[config.mk]
export PLATFORM = sky130hd
export DESIGN_NAME = tlth_ctrl
export DESIGN_NICKNAME = d
export VERILOG_FILES = /design/src/design/tlth_pkg.sv /design/src/design/tlth_ctrl.sv
export SDC_FILE = /design/constraint.sdc
export NUM_CORES = 1
export LEC_CHECK = 0
export BUFFER_PORTS_ARGS = -buffer_cell sky130_fd_sc_hd__buf_4
export CAP_MARGIN = 20
export CORE_AREA = 3 3 40 42
export CTS_BUF_LIST = sky130_fd_sc_hd__clkbuf_4 sky130_fd_sc_hd__clkbuf_8
export CTS_CLUSTER_DIAMETER = 120
export DETAILED_ROUTE_END_ITERATION = 12
export DIE_AREA = 0 0 43 45
export GPL_ROUTABILITY_DRIVEN = 1
export PLACE_DENSITY = 0.3
export SLEW_MARGIN = 20
export SYNTH_ARGS = -nofsm -noshare
export SYNTH_HDL_FRONTEND = slang
export SYNTH_SLANG_ARGS = --single-unit
[constraint.sdc]
create_clock -name clk -period 1.6 [get_ports clk]
set_clock_uncertainty 0.05 [all_clocks]
set_input_delay 0.08 -clock clk [delete_from_list [all_inputs] [get_ports clk]]
set_output_delay 0.08 -clock clk [all_outputs]
set_load 0.02 [all_outputs]
[src/design/tlth_pkg.sv]
`timescale 1ns / 1ps
// ----------------------------------------------------------------------------
// tlth_pkg: shared types and constants for the ticket lock table
// Table geometry, command codes, entry layout and controller interface.
// ----------------------------------------------------------------------------
package tlth_pkg;

  localparam int NODE_COUNT  = 8;
  localparam int LOCK_COUNT  = 1024;
  localparam int ENTRY_COUNT = NODE_COUNT * LOCK_COUNT;
  localparam int ADDR_W      = (ENTRY_COUNT > 1) ? $clog2(ENTRY_COUNT) : 1;

  localparam int TICKET_W    = 32;
  localparam int COUNT_W     = 16;
  localparam int MAXHO_W     = 8;
  localparam int NODE_W      = 3;
  localparam int INDEX_W     = 10;
  localparam int CMD_W       = 2;

  localparam logic [COUNT_W-1:0] COUNT_MAX   = '1;
  localparam logic [MAXHO_W-1:0] MAXHO_RESET = 8'd8;

  typedef enum logic [CMD_W-1:0] {
    CMD_ACQUIRE = 2'd0,
    CMD_POLL    = 2'd1,
    CMD_RELEASE = 2'd2,
    CMD_NONE    = 2'd3
  } cmd_t;

  typedef enum logic [1:0] {
    ST_CLEAR = 2'd0,
    ST_IDLE  = 2'd1,
    ST_EXEC  = 2'd2
  } state_t;

  typedef struct packed {
    logic [TICKET_W-1:0] next_ticket;
    logic [TICKET_W-1:0] now_serving;
    logic                hand_flag;
    logic [COUNT_W-1:0]  hand_count;
  } entry_t;

  localparam int ENTRY_W = $bits(entry_t);

  // controller -> datapath
  typedef struct packed {
    logic clear_en;
    logic load;
    logic exec;
  } ctrl_cmd_t;

  // datapath -> controller
  typedef struct packed {
    logic clear_last;
  } dp_status_t;

endpackage

[src/design/tlth_ctrl.sv]
`timescale 1ns / 1ps
// ----------------------------------------------------------------------------
// tlth_ctrl: sequencer for the ticket lock table
// Clearing sweep after reset, then accept / execute per item.
// ----------------------------------------------------------------------------
module tlth_ctrl import tlth_pkg::*; (
  input  logic       clk,
  input  logic       rst,
  input  logic       start,
  input  dp_status_t status,
  output ctrl_cmd_t  cmd,
  output logic       busy
);

  state_t state;
  state_t state_next;

  always_ff @(posedge clk) begin
    if (rst) begin
      state <= ST_CLEAR;
    end else begin
      state <= state_next;
    end
  end

  always_comb begin
    state_next   = state;
    cmd.clear_en = 1'b0;
    cmd.load     = 1'b0;
    cmd.exec     = 1'b0;
    busy         = 1'b1;
    case (state)
      ST_CLEAR: begin
        cmd.clear_en = 1'b1;
        if (status.clear_last) begin
          state_next = ST_IDLE;
        end
      end
      ST_IDLE: begin
        busy = 1'b0;
        if (start) begin
          cmd.load   = 1'b1;
          state_next = ST_EXEC;
        end
      end
      ST_EXEC: begin
        cmd.exec   = 1'b1;
        state_next = ST_IDLE;
      end
      default: begin
        state_next = ST_CLEAR;
      end
    endcase
  end

endmodule

* Word-level counts from Yosys, hierarchy flattened
Cells that the tools add are included.
** Operators by class
- Equality and inequality tests :: 4
- Multiplexer cells :: 8
- Reductions and logical operators :: 2
** Operators by type and width (number)
- $pmux W2 S3 :: 1
- $mux W1 :: 5
- $mux W2 :: 2
- $ne A2 B2 Y1 const B :: 2
- $eq A2 B1 Y1 const B :: 1
- $eq A2 B2 Y1 const B :: 1
- $logic_not A2 Y1 :: 1
- $reduce_and A2 Y1 :: 1
** Storage, ports and cells
- Flip-flop bits (word level) :: 2
- Bits of input ports :: 4
- Output and inout bits :: 4
- Word-level logic and storage cells :: 15

* Longest topological paths before layout
Gate-level depths: netlist of the first run.
- Depth in word-level cells :: 3
- Gate-level depth with buffers :: 2

* Worst setup path before layout of the first run
Ideal clock, no wire load.
- Path type :: flip-flop to flip-flop
- Start :: register state[1]
- End :: register state[1]
- Library setup time :: 61 ps
- Data arrival time :: 810 ps
- Required time :: 1489 ps
- Slack :: 679 ps
- Stages on the path, launching flop included :: 3
- Path buffers :: 0
- Path through :: dfxtp_1 > and3b_1 > nor2b_4
** On the way
- Cells in the longest elaborated chain, start to end :: 3
- Elaborated cells between the ends (all ways) :: 7
- Classes of those cells :: eq/ne (4); mux (1); reduce/logical (2)
** Ends and longest elaborated chain
- start, declared :: RTL line tlth_ctrl.sv:15 : state_t state;
- start signal, assigned :: RTL line tlth_ctrl.sv:22 : state <= state_next;
- $eq A2 B1 Y1 or $logic_not A2 Y1 (tied branches) :: RTL line tlth_ctrl.sv:32 : case (state)
- $ne A2 B2 Y1 (no source line)
- $reduce_and A2 Y1 (no source line)
Several ways; a longest one is shown, not always the timed one.
A chain may end at the register's enable or synchronous reset.

==> impl_metrics.py, run 1 <==
metrics = {
    "setup_path": {
        "ff2ff_path_depth": 2,
        "crit_fanout": 5,
        "critPathBufInv": 1,
        "ff2ff_setup_slack_ps": 750,
        "end_kind": "output port",
        "crit_chain": "and3b_1 -> buf_4",
        "r2r_start": "state[1]$_SDFFE_PP0P_",
        "crit_start": "state[0]$_SDFFE_PP0P_",
        "cp.arrival_ps": 950,
        "slowest_delay_ps": 370,
        "r2r-end": "state[1]$_SDFFE_PP0P_",
        "worstSetupPathType": "reg -> out",
        "cp.depth": 2,
        "critPathTopFamily": "flip-flops",
        "cp.required_ps": 1470,
        "crit_slowest_cell": "dfxtp_1",
        "cp-start-kind": "flip-flop",
    },
    "hold_path": {
        "hold_class": "in -> reg",
        "min_from": "start",
        "holdPathStages": 2,
        "holdPathEnd": "state[0]$_SDFFE_PP0P_",
    },
    "floorplan": {
        "initial_core_util": 0.0818,
        "fp.dieH_um": 45,
        "dieArea_um2": 1940,
        "die_w_um": 43,
        "io_pins": 8,
        "core_um2": 1280,
        "num_rows": 13,
    },
    "power_and_ir_drop": {
        "switching_power_uw": 52.2,
        "power_density_nw_per_um2": 1020,
        "power.leakage_uw": 0.0000927,
        "swShare": 0.246,
        "clkPwrFrac": 0.511,
        "combPwrFrac": 0.218,
        "power.internal_uw": 160,
        "power_frac_seq": 0.271,
        "ir_drop_mv": 0.325,
    },
    "detailed_routing": {
        "drt_iter0_drc": 0,
        "wire_per_inst_um": 8.08,
        "routed_wl_um": 291,
        "vias_per_cell": 2.94,
        "vias": 106,
        "postRouteAntennaNets": 0,
        "firstDrtPassIters": 1,
        "drc": 0,
    },
    "grt": {
        "busiest_layer": "met3",
        "grt_use_met2": 0.0329,
        "grt_use_met1": 0.0360,
        "grt_pass1_vias": 100,
        "grt_overflow_total": 0,
        "grt_first_pass_wirelength_um": 441,
        "met3_usage": 0.0677,
        "antenna_found_initial": 0,
        "grt_util_all_layers": 0.0382,
        "grt_max_degree": 6,
    },
    "logic_synthesis": {
        "netlist_area_um2": 105,
        "syn-num-nets": 14,
        "ys_seq_area_frac": 0.381,
        "syn_area_per_cell_um2": 10.5,
        "syn-instance-count": 10,
        "ys_ff_latch": 2,
        "synth.distinct_cells": 8,
        "yosysWarnings": 0,
    },
    "place": {
        "port_buffers": 7,
        "routabilityCongestion": 0.629,
        "dp_slack_ps": 754,
    },
    "clock_tree": {
        "cts_buffer_depth": 2,
        "numCtsBuffers": 3,
        "cts_root_buffer": "clkbuf_4",
        "postCtsHoldBufs": 1,
        "cts_repair_resize_count": 0,
        "insertion_delay_ps": 220,
        "cts.clk_slew.worst_paths_ps": 30,
        "htree_levels": 1,
        "cts_setup_buffers": 0,
        "clock-sinks": 2,
        "cts_tree": "built",
    },
    "sta": {
        "grt_setup_unrepaired": "false",
        "tns_ps": 0,
        "worst_pin_slew_ps": 183,
        "setup_viol": 0,
        "slew_headroom": 0.878,
        "maxSlewViolCount": 0,
        "max_freq_mhz": 926,
        "fin_crit_sh": 0.675,
        "fin_ws_ps": 520,
        "fin_crit_ps": 1080,
        "finalHoldViolCount": 0,
    },
    "layout": {
        "multi_input_area_um2": 65.1,
        "top_regs": "state x2",
        "nets": 27,
        "fill_cells": 140,
        "layout_commonest_cell": "buf_4",
        "top_register": "state",
        "largest_reg_flops": 2,
        "antenna_cells": 0,
        "most-common-layout-cells": "buf_4, clkbuf_4, nor2_1, dfxtp_1",
        "area_growth_pct": 98.8,
        "seqCellArea_um2": 40.0,
        "layout-drive-gt1-share": 0.571,
    },
    "job": {
        "max-cap-violations": 0,
    },
    "run_status": {
        "outcome": "complete, no violations",
    },
}
[power by group through the flow]
stage,Combinational [µW],Clock (µW),Sequential [µW]
global placement,45.0,0,58.2
floorplan,23.6,0,57.1
CTS,47.0,116,57.4
detailed placement,45.1,0,58.1
finish,46.4,109,57.6
global route,49.2,122,58.1
[stage by stage]
stage	hold slack [ps]	instances	area, µm²	power [µW]	util
6_report	26.2	36	209	212	0.163
5_1_grt	29.8	36	209	229	0.163
4_1_cts	19.7	36	209	220	0.163
3_5_place_dp	232	32	176	103	0.137
3_3_place_gp	229	32	176	103	0.137
2_1_floorplan	94.3	10	105	80.7	-
[metal layers]
metal,wire length (µm),vias to the layer above
met5,0,-
met4,0,0
met3,83,0
met2,83,10
met1,124,40
li1,-,56
[cell usage after synthesis (all sizes together)]
library cell,n,area share
dfxtp,2,0.38
nor2,2,0.071
nor2b,2,0.19
and3b,1,0.083
nand2b,1,0.060
o32ai,1,0.15
or2,1,0.060
[final cells by class]
| type | instances | share of cell area |
|---|---|---|
| multi-input combinational | 8 | 0.311 |
| timing repair buffer | 8 | 0.299 |
| sequential | 2 | 0.192 |
| clock buffer | 3 | 0.108 |
| tap | 15 | 0.0898 |
[how the worst max path moves through the flow]
stage / to / slack [ps]
finish: cmd[1] / 520
detailed placement: state[0]$_SDFFE_PP0P_ / 750
global placement: state[0]$_SDFFE_PP0P_ / 740
global route: cmd[1] / 470
floorplan: state[1]$_SDFFE_PP0P_ / 680
CTS: cmd[1] / 520
[cells by family after synthesis]
kind of cell       Yosys count  synth area share
and+or+nand+nor              7             0.464
DFF                          2             0.381
AOI/OAI and AO/OA            1             0.155
(Power assumes the default switching activity.)
==> run 2: changes to the inputs <==
--- a/config.mk
+++ b/config.mk
@@ -5,6 +5,7 @@
 export SDC_FILE = /design/constraint.sdc
 export NUM_CORES = 1
 export LEC_CHECK = 0
+export ABC_AREA = 1
 export BUFFER_PORTS_ARGS = -buffer_cell sky130_fd_sc_hd__buf_4
 export CAP_MARGIN = 20
 export CORE_AREA = 3 3 40 42
==> constraint.sdc (replaced) <==
create_clock -name clk -period 0.93 [get_ports clk]
set_clock_uncertainty 0.05 [all_clocks]
set_input_delay 0.0465 -clock clk [delete_from_list [all_inputs] [get_ports clk]]
set_output_delay 0.0465 -clock clk [all_outputs]
set_load 0.02 [all_outputs]
==> run 2 against run 1 <==
Effect of this change:
- the run now ends with negative setup slack left
- count of clock-buffer cells in the layout is the same
- synthesized cell count increased by 50%
- routed wire length fell by 0.34%
- final area up 17%
- utilization rose by 2.7 points
- cell count rose by 17%
- sequential share of layout area shrank 1.7 points
- register-to-register slack got worse by 620 ps
- flip-flop and latch count did not move
- non-clock buffer count grew 1
- combinational power up 110%
- die area is the same
- critical endpoint unchanged
- highest routed layer unchanged
==> impl_metrics.py, run 2 <==
metrics = {
    "logic_synthesis": {
        "synth.distinct_cells": 7,
        "yosysTopAreaCellShare": 0.395,
        "ys_seq_area_frac": 0.395,
        "netlist_top_cells_area": "dfxtp_1, inv_1, nand2_1",
        "ys_ff_latch": 2,
        "syn-num-nets": 19,
        "synth-edff-count": 0,
        "synth_ff_type": "dfxtp_1",
        "async_reset_ff_frac": 0,
        "synth.most_common_cell": "inv_1",
        "yosysWarnings": 0,
        "syn_area_per_cell_um2": 6.76,
        "syn-instance-count": 15,
        "netlist_area_um2": 101,
        "ys_top_cells_by_count": "inv_1, nand2_1, nor2_1",
        "synth.largest_area_cell": "dfxtp_1",
    },
    "clock_tree": {
        "cts_tree": "built",
        "clock-sinks": 2,
        "cts_root_buffer": "clkbuf_4",
        "insertion_delay_ps": 220,
        "htree_levels": 1,
        "cts.clk_slew.worst_paths_ps": 30,
        "numCtsBuffers": 3,
        "cts_buffer_depth": 2,
    },
    "job": {
        "max-cap-violations": 0,
    },
    "grt": {
        "grt_max_degree": 5,
        "grt_pass1_vias": 120,
        "grt_first_pass_wirelength_um": 531,
        "grt_overflow_total": 0,
        "grt_util_all_layers": 0.0432,
        "antenna_found_initial": 0,
    },
    "power_and_ir_drop": {
        "power.leakage_uw": 0.000117,
        "power_density_nw_per_um2": 1580,
        "ir_drop_mv": 0.379,
    },
    "layout": {
        "nets": 33,
        "area_growth_pct": 141,
        "top_regs": "state x2",
        "largest_reg_flops": 2,
        "seqCellArea_um2": 42.5,
        "fill_cells": 150,
        "multi_input_area_um2": 63.8,
        "most-common-layout-cells": "buf_4, inv_1, clkbuf_4, buf_6",
        "top_register": "state",
        "layout-drive-gt1-share": 0.704,
        "layout_commonest_cell": "buf_4",
        "fin_util": 0.190,
        "antenna_cells": 0,
    },
    "floorplan": {
        "die_w_um": 43,
        "dieArea_um2": 1940,
        "initial_core_util": 0.0789,
        "core_um2": 1280,
        "fp.dieH_um": 45,
        "io_pins": 8,
        "num_rows": 13,
    },
    "sta": {
        "finalHoldViolCount": 0,
        "fin_crit_sh": 1.04,
        "max_freq_mhz": 1030,
        "tns_ps": -54.5,
        "maxSlewViolCount": 0,
        "whs_ps": 39.0,
        "slew_headroom": 0.906,
        "fin_crit_ps": 971,
        "setup_viol": 3,
        "worst_pin_slew_ps": 142,
        "fin_ws_ps": -40.8,
        "grt_setup_unrepaired": "true",
    },
    "setup_path": {
        "end_kind": "output port",
        "r2r_start": "state[1]$_SDFFE_PP0P_",
        "worstSetupPathType": "reg -> out",
        "cp.arrival_ps": 870,
        "r2r-end": "state[1]$_SDFFE_PP0P_",
        "crit_fanout": 3,
        "ff2ff_path_depth": 4,
        "ff2ff_setup_slack_ps": 130,
        "cp-start-kind": "flip-flop",
        "cp.required_ps": 830,
    },
    "place": {
        "dp_slack_ps": 103,
        "routabilityCongestion": 0.723,
        "port_buffers": 7,
        "dp_hpwl_um": 221,
    },
    "hold_path": {
        "min_from": "start",
        "holdPathEnd": "state[0]$_SDFFE_PP0P_",
        "holdPathStages": 3,
        "hold_class": "in -> reg",
    },
    "run_status": {
        "outcome": "complete, but fails checks",
        "violations": "negative setup slack",
    },
    "detailed_routing": {
        "drc": 0,
        "wire_per_inst_um": 6.90,
        "vias_per_cell": 3.17,
        "postRouteAntennaNets": 0,
        "routed_wl_um": 290,
        "vias": 133,
        "firstDrtPassIters": 1,
        "drt_iter0_drc": 0,
    },
}
[run 2: changes by cell type in the layout (fill, tap and decap cells not counted), moves of 2 or more]
cell | before | now
buf_4 | 7 | 5
dfxtp_2 | 0 | 2
inv_1 | 0 | 3
dfxtp_1 | 2 | 0
buf_6 | 0 | 3
nor2_2 | 0 | 2
nand2_1 | 0 | 2
[run 2: final cells by class]
type                            count  area share
Clock buffer                        3      0.0923
Sequential cell                     2       0.174
Timing Repair Buffer                9       0.333
Tap cell                           15      0.0769
Multi-Input combinational cell      9       0.262
Inverter                            4      0.0615
[run 2: what timing repair did]
action                                  4_1_cts  5_1_grt
hold buffers                                  1        0
pin swaps                                     2        1
endpoints found under the hold margin         1        0
resized for setup                             8        2
gates cloned                                  0        0
setup buffers                                 1        0
endpoints found under the setup margin        4        4
[run 2: metal layers]
layer  GRT usage  up-vias  wire, µm
met5           0        -         0
met2      0.0389       10       107
met3      0.0518        0        53
met4      0.0361        0         0
met1      0.0480       55       129
li1            -       68         -
[run 2: critical path: stages (launching register included)]
cell and delay (ps):
dfxtp_2 320, inv_2 80, nand2_4 60, nor2_4 80, buf_6 120
[run 2: kinds of logic (layout without fill, tap and decap cells)]
| kind of cell | after synthesis | after routing | share of synthesized area |
|---|---|---|---|
| AND/OR/NAND/NOR | 8 | 8 | 0.383 |
| buffers and inverters | 4 | 16 | 0.148 |
| AO/OA/AOI/OAI | 1 | 1 | 0.0741 |
| flip-flops | 2 | 2 | 0.395 |
[run 2: stage by stage]
step	power, µW	cells	instance area (µm²)
global placement	171	37	175
CTS	394	42	238
floorplan	137	15	104
global route	423	42	244
detailed placement	172	37	175
finish	384	42	244
[run 2: how the worst max path moves through the flow]
| stage | start | end | slack (ps) |
|---|---|---|---|
| 2_1_floorplan | state[0]$_SDFFE_PP0P_ | cmd[1] | 30 |
| 3_3_place_gp | state[0]$_SDFFE_PP0P_ | cmd[1] | 120 |
| 3_5_place_dp | state[0]$_SDFFE_PP0P_ | cmd[1] | 100 |
| 4_1_cts | state[1]$_SDFFE_PP0P_ | cmd[1] | -60 |
| 5_1_grt | state[1]$_SDFFE_PP0P_ | cmd[1] | -110 |
| 6_report | state[1]$_SDFFE_PP0P_ | cmd[1] | -40 |
[run 2: power by group]
group / switching (µW) / total [µW] / leakage [µW] / internal (µW)
clock: 44.9 / 187 / 0.0000138 / 142
combinational: 46.3 / 95.7 / 0.0000858 / 49.4
sequential: 8.43 / 102 / 0.0000172 / 93.5
==> run 3: changes to the inputs <==
--- a/config.mk
+++ b/config.mk
@@ -15,6 +15,7 @@
 export DIE_AREA = 0 0 43 45
 export GPL_ROUTABILITY_DRIVEN = 1
 export PLACE_DENSITY = 0.3
+export SETUP_SLACK_MARGIN = 0.15
 export SLEW_MARGIN = 20
 export SYNTH_ARGS = -nofsm -noshare
 export SYNTH_HDL_FRONTEND = slang
==> run 3 against run 2 <==
Effect of this change:
- total power decreased by 0.42%
- largest power group unchanged
- non-clock buffer count down 1
- die area unchanged
- the run still ends with negative setup slack left
- sequential share of layout area is 2.0 points higher
- final area rose by 0.51%
- flip-flop and latch count unchanged
==> impl_metrics.py, run 3 (same netlist as run 2, synthesis figures left out) <==
metrics = {
    "clock_tree": {
        "cts_buffer_depth": 2,
        "htree_levels": 1,
        "clock-sinks": 2,
        "cts.clk_slew.worst_paths_ps": 30,
        "cts_root_buffer": "clkbuf_4",
        "numCtsBuffers": 3,
        "cts_tree": "built",
        "cts_setup_buffers": 0,
        "insertion_delay_ps": 220,
    },
    "hold_path": {
        "min_from": "rst",
        "hold_class": "in -> reg",
        "holdPathStages": 4,
    },
    "run_status": {
        "violations": "negative setup slack",
        "outcome": "complete, but fails checks",
    },
    "floorplan": {
        "num_rows": 13,
        "die_w_um": 43,
        "initial_core_util": 0.0789,
        "io_pins": 8,
        "fp.dieH_um": 45,
        "core_um2": 1280,
        "dieArea_um2": 1940,
    },
    "sta": {
        "fin_ws_ps": -42.3,
        "whs_ps": 7.53,
        "grt_setup_unrepaired": "true",
        "maxSlewViolCount": 0,
        "finalHoldViolCount": 0,
        "max_freq_mhz": 1030,
        "slew_headroom": 0.916,
        "worst_pin_slew_ps": 125,
        "setup_viol": 3,
        "fin_crit_sh": 1.05,
        "fin_crit_ps": 972,
    },
    "job": {
        "max-cap-violations": 0,
    },
    "detailed_routing": {
        "routed_wl_um": 277,
        "postRouteAntennaNets": 0,
        "m1WireLength_um": 71,
        "vias_per_cell": 3.05,
        "wire_per_inst_um": 6.76,
        "highest-signal-layer": "met3",
        "routed-wl-met2_um": 190,
        "firstDrtPassIters": 2,
        "drc": 0,
        "drt_iter0_drc": 1,
        "vias": 125,
        "met3_length_um": 14,
    },
    "layout": {
        "most-common-layout-cells": "buf_4, inv_1, clkbuf_4",
        "top_register": "state",
        "seqCellArea_um2": 47.5,
        "layout-drive-gt1-share": 0.692,
        "top_regs": "state x2",
        "antenna_cells": 0,
        "nets": 32,
        "multi_input_area_um2": 68.8,
        "largest_reg_flops": 2,
        "fill_cells": 146,
        "layout_commonest_cell": "buf_4",
        "area_growth_pct": 142,
    },
    "grt": {
        "grt_overflow_total": 0,
        "grt_pass1_vias": 135,
        "antenna_found_initial": 0,
        "grt_max_degree": 5,
        "grt_first_pass_wirelength_um": 489,
        "grt_util_all_layers": 0.0440,
    },
    "place": {
        "dp_hpwl_um": 213,
        "port_buffers": 7,
        "routabilityCongestion": 0.610,
    },
    "setup_path": {
        "cp-start-kind": "flip-flop",
        "worstSetupPathType": "reg -> out",
        "crit_fanout": 3,
        "crit_start": "state[1]$_SDFFE_PP0P_",
        "cp.required_ps": 830,
        "cp.arrival_ps": 880,
        "end_kind": "output port",
        "r2r_start": "state[0]$_SDFFE_PP0P_",
        "ff2ff_path_depth": 4,
    },
    "power_and_ir_drop": {
        "power.leakage_uw": 0.000116,
        "power_uw": 383,
        "ir_drop_mv": 0.315,
        "power_density_nw_per_um2": 1560,
    },
}
## run 3: cell types whose count changed in the layout (fill, tap and decap cells not counted)
cell | before | now
buf_6 | 3 | 2
dfxtp_2 | 2 | 0
dfxtp_4 | 0 | 2
inv_2 | 1 | 0
inv_4 | 0 | 1
nand2_1 | 2 | 1
nand2_2 | 0 | 1
nor2_1 | 1 | 2
nor2_2 | 2 | 0
nor2_4 | 1 | 2
## run 3: final timing paths
path | to | slack [ps]
min reg2reg | state[1]$_SDFFE_PP0P_ | 470
max | cmd[1] | -40
max reg2reg | state[0]$_SDFFE_PP0P_ | 160
min | state[0]$_SDFFE_PP0P_ | 8
## run 3: per-layer routing
| layer | global-route usage | up-vias |
|---|---|---|
| met5 | 0 | - |
| met4 | 0.108 | 0 |
| met3 | 0.0120 | 0 |
| met2 | 0.0569 | 3 |
| met1 | 0.0311 | 56 |
| li1 | - | 66 |
## run 3: cell type report
type                       count  area share
clock buffer                   3      0.0918
inverter                       4      0.0714
multi-input combinational      9       0.281
sequential                     2       0.194
tap                           15      0.0765
timing repair buffer           8       0.286
## run 3: repair_timing
item                       CTS  global route
pin swaps                    0             1
hold endpoints to repair     1             1
setup endpoints to repair    5             5
gates cloned                 0             0
resized for setup            7             3
## run 3: worst max-delay path, cell delays in order (launching register included)
cell and delay [ps]:
dfxtp_4 350, inv_4 60, nand2_4 50, nor2_4 80, buf_6 110
## run 3: where the power goes
group          internal, µW  switching [µW]
registers              90.7            10.3
clock network           142            47.7
logic                  47.2            44.5
## run 3: metrics by stage
stage	setup WS, ps	setup TNS [ps]	cells	utilization	instance area (µm²)
after global placement	69.9	0	37	0.146	188
after global routing	-94.0	-279	41	0.191	245
after detailed placement	78.7	0	37	0.146	188
after floorplan	105	0	15	-	116
final	-42.3	-80.8	41	0.191	245
after CTS	-55.0	-133	40	0.177	228
